**src/rtl/core/sha1_pkg.sv**
```systemverilog
`timescale 1ns / 1ps
// Shared types and constants, including the round constants, for the SHA-1 hash block.
package sha1_pkg;

  typedef logic [31:0] word_t;
  typedef word_t [4:0] hash_t;

  localparam int unsigned BlockWords = 16;
  localparam int unsigned Rounds     = 80;

  localparam word_t K0 = 32'h5A82_7999;
  localparam word_t K1 = 32'h6ED9_EBA1;
  localparam word_t K2 = 32'h8F1B_BCDC;
  localparam word_t K3 = 32'hCA62_C1D6;

  localparam logic [7:0] PadByte = 8'h80;

  localparam hash_t InitHash = {32'hC3D2_E1F0, 32'h1032_5476, 32'h98BA_DCFE,
                                32'hEFCD_AB89, 32'h6745_2301};

  // Sequencer states of the top level.
  typedef enum logic [2:0] {
    ST_IDLE,
    ST_PAD,
    ST_ROUND,
    ST_FOLD,
    ST_DIGEST
  } state_e;

  // Next word that the padding sequence puts into the block.
  typedef enum logic [1:0] {
    PAD_MARK,
    PAD_ZERO,
    PAD_LEN_LO,
    PAD_DONE
  } pad_e;

  // Control of the message schedule shift line.
  typedef struct packed {
    logic shift;
    logic use_round;
    logic early;
  } sched_ctl_t;

endpackage

```
**src/rtl/core/sha1_hash.sv**
```systemverilog
`timescale 1ns / 1ps
// Top level of the SHA-1 hash block: sequencer, chaining hash and digest output.
//
// Message words enter on the input channel, first byte in bits 31 to 24.
// valid_bytes below four is honored only on the word marked last_word.
// A word that does not complete a block is taken without a stall. The word
// that fills a block loads the working variables, runs 80 rounds on the
// one shared round unit (one round per cycle) and then folds the working
// variables into the chaining hash. No new word is taken during this round
// loop, which limits the sustained rate of message words.
// On the last word the block adds the marker byte, zero words and the 64-bit bit
// length one word per cycle outside rounds, hashing one or two final blocks,
// then presents the five digest words, most significant first, one beat each.
// in_stall_o stays high from the acceptance of a block-filling or last word
// until that work, including the digest, is done.
// While out_stall_i is high the current digest beat holds unchanged.
// After the fifth beat the hash returns to its initial values for a new
// message. Reset puts the block in the same fresh state, ready at once.
module sha1_hash (
  input  logic        clk_i,
  input  logic        rst_ni,
  input  logic        in_valid_i,
  output logic        in_stall_o,
  input  logic [31:0] message_word_i,
  input  logic [2:0]  valid_bytes_i,
  input  logic        last_word_i,
  output logic        out_valid_o,
  input  logic        out_stall_i,
  output logic [31:0] digest_word_o,
  output logic [2:0]  digest_index_o,
  output logic        digest_last_o
);

  sha1_pkg::state_e     state_q, state_d;
  sha1_pkg::pad_e       pad_q, pad_d;
  logic                 fin_q, fin_d;
  logic [3:0]           pos_q;
  logic [6:0]           round_q, round_d;
  logic [2:0]           idx_q, idx_d;
  logic [63:0]          bitlen_q, bitlen_d;
  sha1_pkg::hash_t      chain_q, work_q, work_next;
  sha1_pkg::word_t      w_t;
  sha1_pkg::sched_ctl_t sched_ctl;
  logic                 put_en;
  sha1_pkg::word_t      put_data;
  logic                 rounding, fold, clear;
  logic [2:0]           nbytes;
  sha1_pkg::word_t      last_fmt;

  // Bytes taken from the word, and the last word with its marker byte.
  always_comb begin
    nbytes = (!last_word_i || valid_bytes_i > 3'd4) ? 3'd4 : valid_bytes_i;
    unique case (nbytes)
      3'd0:    last_fmt = {sha1_pkg::PadByte, 24'h0};
      3'd1:    last_fmt = {message_word_i[31:24], sha1_pkg::PadByte, 16'h0};
      3'd2:    last_fmt = {message_word_i[31:16], sha1_pkg::PadByte, 8'h0};
      3'd3:    last_fmt = {message_word_i[31:8], sha1_pkg::PadByte};
      default: last_fmt = message_word_i;
    endcase
  end

  // Sequencer: next state and datapath controls.
  always_comb begin
    state_d  = state_q;
    pad_d    = pad_q;
    fin_d    = fin_q;
    round_d  = round_q;
    idx_d    = idx_q;
    bitlen_d = bitlen_q;
    put_en   = 1'b0;
    put_data = '0;
    rounding = 1'b0;
    fold     = 1'b0;
    clear    = 1'b0;
    unique case (state_q)
      sha1_pkg::ST_IDLE: begin
        if (in_valid_i) begin
          put_en = 1'b1;
          if (!last_word_i) begin
            put_data = message_word_i;
            bitlen_d = bitlen_q + 64'd32;
            state_d  = (pos_q == 4'd15) ? sha1_pkg::ST_ROUND : sha1_pkg::ST_IDLE;
          end else begin
            put_data = last_fmt;
            bitlen_d = bitlen_q + {58'd0, nbytes, 3'd0};
            fin_d    = 1'b1;
            pad_d    = (nbytes == 3'd4) ? sha1_pkg::PAD_MARK : sha1_pkg::PAD_ZERO;
            state_d  = (pos_q == 4'd15) ? sha1_pkg::ST_ROUND : sha1_pkg::ST_PAD;
          end
        end
      end
      sha1_pkg::ST_PAD: begin
        put_en = 1'b1;
        unique case (pad_q)
          sha1_pkg::PAD_MARK: begin
            put_data = {sha1_pkg::PadByte, 24'h0};
            pad_d    = sha1_pkg::PAD_ZERO;
          end
          sha1_pkg::PAD_ZERO: begin
            if (pos_q == 4'd14) begin
              put_data = bitlen_q[63:32];
              pad_d    = sha1_pkg::PAD_LEN_LO;
            end
          end
          sha1_pkg::PAD_LEN_LO: begin
            put_data = bitlen_q[31:0];
            pad_d    = sha1_pkg::PAD_DONE;
          end
          default: begin
            put_en = 1'b0;
          end
        endcase
        state_d = (put_en && pos_q == 4'd15) ? sha1_pkg::ST_ROUND : sha1_pkg::ST_PAD;
      end
      sha1_pkg::ST_ROUND: begin
        rounding = 1'b1;
        if (round_q == 7'(sha1_pkg::Rounds - 1)) begin
          round_d = '0;
          state_d = sha1_pkg::ST_FOLD;
        end else begin
          round_d = round_q + 7'd1;
        end
      end
      sha1_pkg::ST_FOLD: begin
        fold = 1'b1;
        if (!fin_q) begin
          state_d = sha1_pkg::ST_IDLE;
        end else if (pad_q == sha1_pkg::PAD_DONE) begin
          state_d = sha1_pkg::ST_DIGEST;
        end else begin
          state_d = sha1_pkg::ST_PAD;
        end
      end
      sha1_pkg::ST_DIGEST: begin
        if (!out_stall_i) begin
          if (idx_q == 3'd4) begin
            clear   = 1'b1;
            idx_d   = '0;
            state_d = sha1_pkg::ST_IDLE;
          end else begin
            idx_d = idx_q + 3'd1;
          end
        end
      end
      default: begin
        state_d = sha1_pkg::ST_IDLE;
      end
    endcase
  end

  // State register.
  always_ff @(posedge clk_i or negedge rst_ni) begin
    if (!rst_ni) begin
      state_q <= sha1_pkg::ST_IDLE;
    end else begin
      state_q <= state_d;
    end
  end

  // Counters, chaining hash and working variables.
  always_ff @(posedge clk_i or negedge rst_ni) begin
    if (!rst_ni) begin
      pad_q    <= sha1_pkg::PAD_ZERO;
      fin_q    <= 1'b0;
      pos_q    <= '0;
      round_q  <= '0;
      idx_q    <= '0;
      bitlen_q <= '0;
      chain_q  <= sha1_pkg::InitHash;
      work_q   <= '0;
    end else begin
      round_q <= round_d;
      idx_q   <= idx_d;
      if (put_en) begin
        pos_q <= pos_q + 4'd1;
      end
      if (clear) begin
        pad_q    <= sha1_pkg::PAD_ZERO;
        fin_q    <= 1'b0;
        bitlen_q <= '0;
        chain_q  <= sha1_pkg::InitHash;
      end else begin
        pad_q    <= pad_d;
        fin_q    <= fin_d;
        bitlen_q <= bitlen_d;
        if (fold) begin
          for (int i = 0; i < 5; i++) begin
            chain_q[i] <= chain_q[i] + work_q[i];
          end
        end
      end
      if (put_en && pos_q == 4'd15) begin
        work_q <= chain_q;
      end else if (rounding) begin
        work_q <= work_next;
      end
    end
  end

  // Schedule window and the shared round unit.
  assign sched_ctl.shift     = put_en | rounding;
  assign sched_ctl.use_round = rounding;
  assign sched_ctl.early     = round_q < 7'(sha1_pkg::BlockWords);

  sha1_sched u_sched (
    .clk_i       (clk_i),
    .ctl_i       (sched_ctl),
    .load_word_i (put_data),
    .w_o         (w_t)
  );

  sha1_round u_round (
    .work_i  (work_q),
    .w_i     (w_t),
    .round_i (round_q),
    .work_o  (work_next)
  );

  // Ports.
  assign in_stall_o     = (state_q != sha1_pkg::ST_IDLE);
  assign out_valid_o    = (state_q == sha1_pkg::ST_DIGEST);
  assign digest_word_o  = chain_q[idx_q];
  assign digest_index_o = idx_q;
  assign digest_last_o  = (idx_q == 3'd4);

endmodule

```
**src/rtl/core/sha1_sched.sv**
```systemverilog
`timescale 1ns / 1ps
// Message schedule window of SHA-1 as a sixteen-word shift line.
module sha1_sched (
  input  logic                 clk_i,
  input  sha1_pkg::sched_ctl_t ctl_i,
  input  sha1_pkg::word_t      load_word_i,
  output sha1_pkg::word_t      w_o
);

  logic [15:0][31:0] win_q, win_d;
  sha1_pkg::word_t   mix;
  sha1_pkg::word_t   w_round;
  sha1_pkg::word_t   shift_in;

  // The oldest word sits at tap 0; taps 13, 8 and 2 are t-3, t-8 and t-14.
  always_comb begin
    mix     = win_q[13] ^ win_q[8] ^ win_q[2] ^ win_q[0];
    w_round = ctl_i.early ? win_q[0] : {mix[30:0], mix[31]};
    shift_in = ctl_i.use_round ? w_round : load_word_i;
    win_d   = ctl_i.shift ? {shift_in, win_q[15:1]} : win_q;
  end

  assign w_o = w_round;

  // The window holds data only; it is written before it is read.
  always_ff @(posedge clk_i) begin
    win_q <= win_d;
  end

endmodule

```
**src/rtl/core/sha1_round.sv**
```systemverilog
`timescale 1ns / 1ps
// One SHA-1 compression round, shared by all eighty rounds of a block.
module sha1_round (
  input  sha1_pkg::hash_t  work_i,
  input  sha1_pkg::word_t  w_i,
  input  logic [6:0]       round_i,
  output sha1_pkg::hash_t  work_o
);

  sha1_pkg::word_t a, b, c, d, e;
  sha1_pkg::word_t f, k, tmp;

  // Round function and constant follow the round group.
  always_comb begin
    a = work_i[0];
    b = work_i[1];
    c = work_i[2];
    d = work_i[3];
    e = work_i[4];
    priority if (round_i < 7'd20) begin
      f = (b & c) | (~b & d);
      k = sha1_pkg::K0;
    end else if (round_i < 7'd40) begin
      f = b ^ c ^ d;
      k = sha1_pkg::K1;
    end else if (round_i < 7'd60) begin
      f = (b & c) | (b & d) | (c & d);
      k = sha1_pkg::K2;
    end else begin
      f = b ^ c ^ d;
      k = sha1_pkg::K3;
    end
    tmp = {a[26:0], a[31:27]} + f + e + w_i + k;
    work_o[0] = tmp;
    work_o[1] = a;
    work_o[2] = {b[1:0], b[31:2]};
    work_o[3] = c;
    work_o[4] = d;
  end

endmodule

```
**config.mk**
```make
export PLATFORM = sky130hd
export DESIGN_NAME = sha1_hash
export DESIGN_NICKNAME = d
export VERILOG_FILES = /design/src/rtl/core/sha1_pkg.sv /design/src/rtl/core/sha1_hash.sv /design/src/rtl/core/sha1_sched.sv /design/src/rtl/core/sha1_round.sv
export SDC_FILE = /design/constraint.sdc
export NUM_CORES = 2
export LEC_CHECK = 0
export BUFFER_PORTS_ARGS = -buffer_cell sky130_fd_sc_hd__buf_2
export CAP_MARGIN = 20
export CORE_MARGIN = 4
export CORE_UTILIZATION = 55
export DETAILED_ROUTE_END_ITERATION = 8
export PLACE_DENSITY_LB_ADDON = 0.12
export SYNTH_ARGS = -nofsm -noshare
export SYNTH_HDL_FRONTEND = slang
export SYNTH_SLANG_ARGS = --single-unit
```
**constraint.sdc**
```tcl
create_clock -name clk_i -period 37 [get_ports clk_i]
set_input_delay 1.85 -clock clk_i [delete_from_list [all_inputs] [get_ports clk_i]]
set_output_delay 1.85 -clock clk_i [all_outputs]
set_load 0.03 [all_outputs]
```
; ---- Word-level counts from Yosys, hierarchy flattened
; Index checks and enable logic that the tools add are counted.
[word_totals]
inputBits = 40
regBits = 916
out_inout_bits = 38
wordCells = 169
[op_classes]
bitwise = 15
n_eq_ne = 23
magnitude_cmp = 6
n_reduce_logical = 20
addsub = 14
n_mux = 58
[op_table]
columns = operator, count
row1 = 160-bit two-way mux, 4
row2 = 32-bit two-way mux, 11
row3 = 32-bit adder, 9
row4 = 64-bit two-way mux, 4
row5 = 32-bit XOR, 5
row6 = 32-bit bitwise AND, 4
row7 = 32-bit one-hot mux with 4 select lines, 1
row8 = 32-bit binary-select mux with 3-bit select, 1
row9 = 32-bit bitwise OR, 3
row10 = 32-bit one-hot mux with 3 select lines, 1
row11 = 64-bit by 6-bit adder with 64-bit output, 1
row12 = 64-bit by 6-bit adder with 64-bit output (second input constant), 1
row13 = 32-bit one-hot mux with 2 select lines, 1
row14 = 32-bit NOT, 1
row15 = 31-bit two-way mux, 1
row16 = 3-bit two-way mux, 8
row17 = 2-bit two-way mux, 8
row18 = 3-bit one-hot mux with 5 select lines, 1
row19 = 7-bit by 5-bit less-than comparator with 1-bit output (second input constant), 2
row20 = 7-bit by 6-bit less-than comparator with 1-bit output (second input constant), 2
row21 = 1-bit two-way mux, 13
row22 = 3-bit by 2-bit == test with 1-bit output (second input constant), 4
row23 = 2-bit nonzero test, 5
row24 = 3-bit == test (second input constant), 3
row25 = other kinds (32), 42

; ---- Logic depth before layout (Yosys ltp)
[depth]
depth_word = 12
ltp_mapped = 25

; ---- By module
; Synthesis repeated with hierarchy kept, for this count alone.
[unflattened]
cells_unflattened = 4563
hier_area_um2 = 49896.6
[by_module_without_submodules]
columns = module, n_inst, cells_each, area_each_um2, seq_area_each_um2
row1 = sha1_hash, 1, 2991, 25947.4, 10136.0
row2 = sha1_sched, 1, 784, 17309.1, 15374.7
row3 = sha1_round, 1, 788, 6640.1, 0.0

; ---- Least setup slack after synthesis
; No wires, ideal clock.
[synth_path]
path_type = input to register
from = input in_valid_i
to = register u_sched.win_q[0] (netlist name) (enable)
t_required_ps = 32084
path_buffers = 0
arrival_time_ps = 13399
path_stages = 2
slack_ps = 18685
setup_time_ps = 4916
path_cell_list = nand3b_1 > nand3_1
[synth_rtl]
columns = item, line_no
row1 = from (decl), sha1_hash.sv:22  ; input logic in_valid_i,
row2 = to (signal assigned), sha1_sched.sv:27  ; win_q <= win_d;
row3 = to (decl), sha1_sched.sv:10  ; logic [15:0][31:0] win_q, win_d;

; ---- Worst setup path in the final report
[layout_path]
from = register round_q[5]
to = register work_q[28] (netlist name)
[layout_between]
elab_chain_cells = 10
[layout_rtl]
columns = item, line_no
row1 = from (decl), sha1_hash.sv:38  ; logic [6:0] round_q, round_d;
row2 = from (signal assigned), sha1_hash.sv:172  ; round_q <= round_d;
row3 = 7-bit by 6-bit less-than comparator with 1-bit output, sha1_round.sv:26  ; end else if (round_i < 7'd60) begin
row4 = 32-bit two-way mux, sha1_round.sv:26
row5 = 32-bit two-way mux, sha1_round.sv:23  ; end else if (round_i < 7'd40) begin
row6 = 32-bit two-way mux, sha1_round.sv:20  ; priority if (round_i < 7'd20) begin
row7 = 32-bit adder (3 in a row), sha1_round.sv:33  ; tmp = {a[26:0], a[31:27]} + f + e + w_i + k;
row8 = 32-bit adder *, sha1_round.sv:33
row9 = 160-bit two-way mux *, sha1_hash.sv:194  ; end else if (rounding) begin
row10 = 160-bit two-way mux *, sha1_hash.sv:192  ; if (put_en && pos_q == 4'd15) begin
row11 = to (signal assigned), sha1_hash.sv:193  ; work_q <= chain_q;
row12 = to (signal assigned), sha1_hash.sv:195  ; work_q <= work_next;
row13 = to (decl), sha1_hash.sv:41  ; sha1_pkg::hash_t chain_q, work_q, work_next;
; Mark *: on every way between the ends. The rest lies on a longest branch, timed or not. The select of a mux whose other input is x is not followed.
; A chain may end at the register's enable or synchronous reset.

==> reports/qor.log <==
[synthesis] mean cell area of the mapped netlist 11.22 sq um
[final_layout] commonest cells after routing, fill and taps aside 512 x sky130_fd_sc_hd__edfxtp_1, 423 x sky130_fd_sc_hd__nand2_1, 349 x sky130_fd_sc_hd__o21ai_0
[setup_path] type of the worst setup path reg -> reg
[global_route] via count of the first global-routing pass 32592
[final_layout] Area growth, synth to finish 9.742%
[synthesis] Post-Synthesis Cells 4301
[synthesis] share of synthesized area occupied by flip-flops and latches 52.84%
[synthesis] FFs w/ async S/R, synth 43.92%
[timing] transition time at the pin with the least slew margin 1.115 ns
[clock_network] number of buffers created by CTS 95
[synthesis] number of synthesized flops with an enable pin 512
[clock_network] number of setup buffers added after CTS 0
[clock_network] clock latency of the later-clocked register in the worst-skew pair 0.68 ns
[floorplanning] io pins 78
[global_route] aggregate global-route resource usage 27.87%
[place] count of buffers inserted at the top-level ports 77
[setup_path] delay contributed by the slowest stage of the critical path 0.59 ns
[route] remaining number of nets flagged by the antenna check after routing 0
[clock_network] count of clock tree sinks 913
[timing] Final Hold Violating Endpoints 0
[clock_network] CTS-repair resized insts 0
[route] post-detailed-routing wire length 130.6 mm
[timing] setup repair after global routing missed its margin no
[final_layout] final net count 4721
[route] drt wl/cell 23.38 microns
[global_route] wire length of the first global-routing pass 199.8 mm
[timing] Final Max Tran Viols 0
[setup_path] endpoint type of the worst setup path flop
[synthesis] Yosys warning count 0
[setup_path] startpoint type of the worst setup path flop
[setup_path] critical path arrival 6.97 ns
[floorplanning] Die Wd 304.3 microns
[setup_path] slowest CP cell sky130_fd_sc_hd__or4_1
[timing] final setup violating endpoints 0
[setup_path] Cell Chain, Critical Path nor2_1 -> nand2_1 -> buf_4 -> inv_1 -> nor2_2 -> buf_4 -> inv_1 -> a21o_1 -> fa_1 -> inv_1 -> fa_1 -> inv_1 -> ha_1 -> a21o_1 -> a21oi_1 -> a21oi_1 -> or4_1 -> a311o_1 -> nand2_1 -> o21ai_1 -> o21ai_1 -> mux2_2 -> o21ai_0
[global_route] final global-route overflow total 0
[clock_network] # hold bufs at CTS 0
[floorplanning] height of the die 304.3 microns
[setup_path] maximum net fanout on the critical path 33
[global_route] antenna violations before repair 0
[timing] Max Clk Rate 0.1570 GHz
[final_layout] share of post-route cells with drive strength above 1 9.463%
[setup_path] data required time of the critical path 37.60 ns
[synthesis] synth unique cells 94
[synthesis] Main synth FF type sky130_fd_sc_hd__edfxtp_1
[synthesis] leading cell types by total area after synthesis sky130_fd_sc_hd__edfxtp_1 32%, sky130_fd_sc_hd__dfrtp_1 17%, sky130_fd_sc_hd__ha_1 5.5%
[floorplanning] row cnt 108
[final_layout] commonest non-fill, non-tap cell in the layout sky130_fd_sc_hd__edfxtp_1
[timing] portion of the clock cycle consumed by the worst path in the final layout 17.22%
[place] last weighted congestion value of the routability-driven placer 0.9764
[route] detailed router's first-iteration violation count 3586
[floorplanning] Total Die Area 92580 sq um
[synthesis] dominant cell type by area after synthesis sky130_fd_sc_hd__edfxtp_1
[synthesis] Syn Nets 4673
[synthesis] synthesized flop and latch total 913
[route] via count of the routed design 33846
[worst_hold_path] worst hold path class reg -> reg
[clock_network] Root Driver sky130_fd_sc_hd__clkbuf_16
[floorplanning] effective utilization at floorplan 55.56%
[clock_network] clock buffer depth 3
[clock_network] H-tree Lvls 3
[global_route] maximum number of pins on one net before global-route repair 207
[route] vias per cell 6.060
[route] Pre-Repair DR Iteration Count 6
[timing] min cycle time layout 6.370 ns
[clock_network] CTS clock-pin slew for the worst setup and hold paths 0.06 ns
[clock_network] CTS tree yes
[flow_run] max-cap check violation count 0
[synthesis] top-area cell type share of the netlist area 31.85%
[timing] final total negative setup slack 0 ns
[run_status] status complete, no violations
[final_layout] final cell utilization of the core 60.98%
[timing] Final Skew 0.03033 ns
[timing] Slew headroom 25.64%
[synthesis] post-synthesis instance area 48280 sq um
[route] Residual DRC 0
[floorplanning] floorplan core area 86890 sq um
[setup_path] cell occurring most often along the worst timing path sky130_fd_sc_hd__inv_1
[place] DPL Wire Length 89.91 mm
[state kept, by name, summed over array words and instances (netlist names)]
| signal | count |
|---|---|
| bitlen_q | 61 |
| chain_q | 160 |
| digest_index_o | 3 |
| fin_q | 1 |
| pad_q | 2 |
| pos_q | 4 |
| round_q | 7 |
| state_q | 3 |
| u_sched.win_q | 512 |
| work_q | 160 |
[worst paths after layout]
check	depth (start not counted)	endpoint	slack, ns	startpoint
setup reg to reg	23	work_q[28]	30.63	round_q[5]
hold reg to reg	0	u_sched.win_q[342]	0.41	u_sched.win_q[374]
max in group asynchronous	3	work_q[135]	33.43	rst_ni
hold / removal	0	u_sched.win_q[342]	0.41	u_sched.win_q[374]
min in group asynchronous	1	digest_index_o[1]	1.14	rst_ni
setup / recovery	23	work_q[28]	30.63	round_q[5]
[routing by layer]
layer  vias to the layer above  routed length [microns]  GRT usage, %
met1                     16943                    58060         40.79
met5                         -                        0             0
li1                      15601                        -             -
met4                         0                     4414         9.135
met2                      1085                    60180         43.72
met3                       217                     7946         3.508
[kinds of logic (layout without fill, tap and decap cells)]
logic type / after synthesis / in the layout / synth area share (%)
AO/OA/AOI/OAI: 1144 / 1144 / 14.88
buffers and inverters: 453 / 580 / 3.667
adder cells (fa/ha/maj): 332 / 332 / 10.44
other: 0 / 2 / 0
XOR/XNOR: 303 / 303 / 5.497
multiplexers: 78 / 78 / 2.459
flip-flops: 913 / 913 / 52.84
AND/OR/NAND/NOR: 1078 / 1078 / 10.22
[critical path, delay by kind of cell (launching register included)]
| family | cells | cell delay, ns |
|---|---|---|
| muxes | 1 | 0.34 |
| and+or+nand+nor | 5 | 1.00 |
| adders and majority gates | 3 | 1.33 |
| AOI/OAI and AO/OA | 8 | 1.55 |
| buffers and inverters | 6 | 1.47 |
| DFF | 1 | 0.54 |
[synth_stat cells (11+ instances only)]
| cell type | number |
|---|---|
| sky130_fd_sc_hd__edfxtp_1 | 512 |
| sky130_fd_sc_hd__nand2_1 | 425 |
| sky130_fd_sc_hd__o21ai_0 | 349 |
| sky130_fd_sc_hd__dfrtp_1 | 320 |
| sky130_fd_sc_hd__inv_1 | 289 |
| sky130_fd_sc_hd__nor2_1 | 278 |
| sky130_fd_sc_hd__a21oi_1 | 273 |
| sky130_fd_sc_hd__ha_1 | 214 |
| sky130_fd_sc_hd__xnor2_1 | 197 |
| sky130_fd_sc_hd__a22oi_1 | 175 |
| sky130_fd_sc_hd__fa_1 | 118 |
| sky130_fd_sc_hd__clkbuf_1 | 111 |
| sky130_fd_sc_hd__xor2_1 | 106 |
| sky130_fd_sc_hd__nand3_1 | 101 |
| sky130_fd_sc_hd__dfstp_2 | 81 |
| sky130_fd_sc_hd__a21o_1 | 80 |
| sky130_fd_sc_hd__nor3_1 | 63 |
| sky130_fd_sc_hd__mux2i_1 | 41 |
| sky130_fd_sc_hd__mux4_2 | 32 |
| sky130_fd_sc_hd__nand2b_1 | 29 |
| sky130_fd_sc_hd__nor2b_1 | 28 |
| sky130_fd_sc_hd__a31oi_1 | 26 |
| sky130_fd_sc_hd__o21a_1 | 26 |
| sky130_fd_sc_hd__and3_1 | 25 |
| sky130_fd_sc_hd__nand4_1 | 24 |
| sky130_fd_sc_hd__o21bai_1 | 24 |
| sky130_fd_sc_hd__or3_1 | 24 |
| sky130_fd_sc_hd__buf_2 | 23 |
| sky130_fd_sc_hd__a221o_1 | 22 |
| sky130_fd_sc_hd__a211oi_1 | 20 |
| sky130_fd_sc_hd__buf_1 | 19 |
| sky130_fd_sc_hd__and2_1 | 15 |
| sky130_fd_sc_hd__o31ai_1 | 14 |
| sky130_fd_sc_hd__a221oi_1 | 13 |
| sky130_fd_sc_hd__and4_1 | 13 |
| sky130_fd_sc_hd__nor3b_1 | 13 |
| sky130_fd_sc_hd__o22a_1 | 12 |
| sky130_fd_sc_hd__buf_4 | 11 |
[area by class of cell]
class	instances	area (sq um)
clock inverter	38	385.4
inverter	289	1085
multi-input combinational	2935	21060
tap	1155	1445
antenna	2	5.005
timing repair buffer	115	750.7
clock buffer	138	2740
sequential	913	25510
fill	6992	33910
[through the flow]
step                cells  cell area [sq um]  hold WS, ns  setup slack (ns)
global route         5583              52980       0.4168             30.32
detailed placement   5405              49800       0.4045             30.66
floorplan            4301              48280       0.4003             18.68
global placement     5405              49800       0.4003             30.72
finish               5585              52980       0.4090             30.63
CTS                  5581              52930       0.4098             30.64
Power is not shown: default switching activity piles up to over one toggle a cycle in this logic, so the estimate is an artifact.
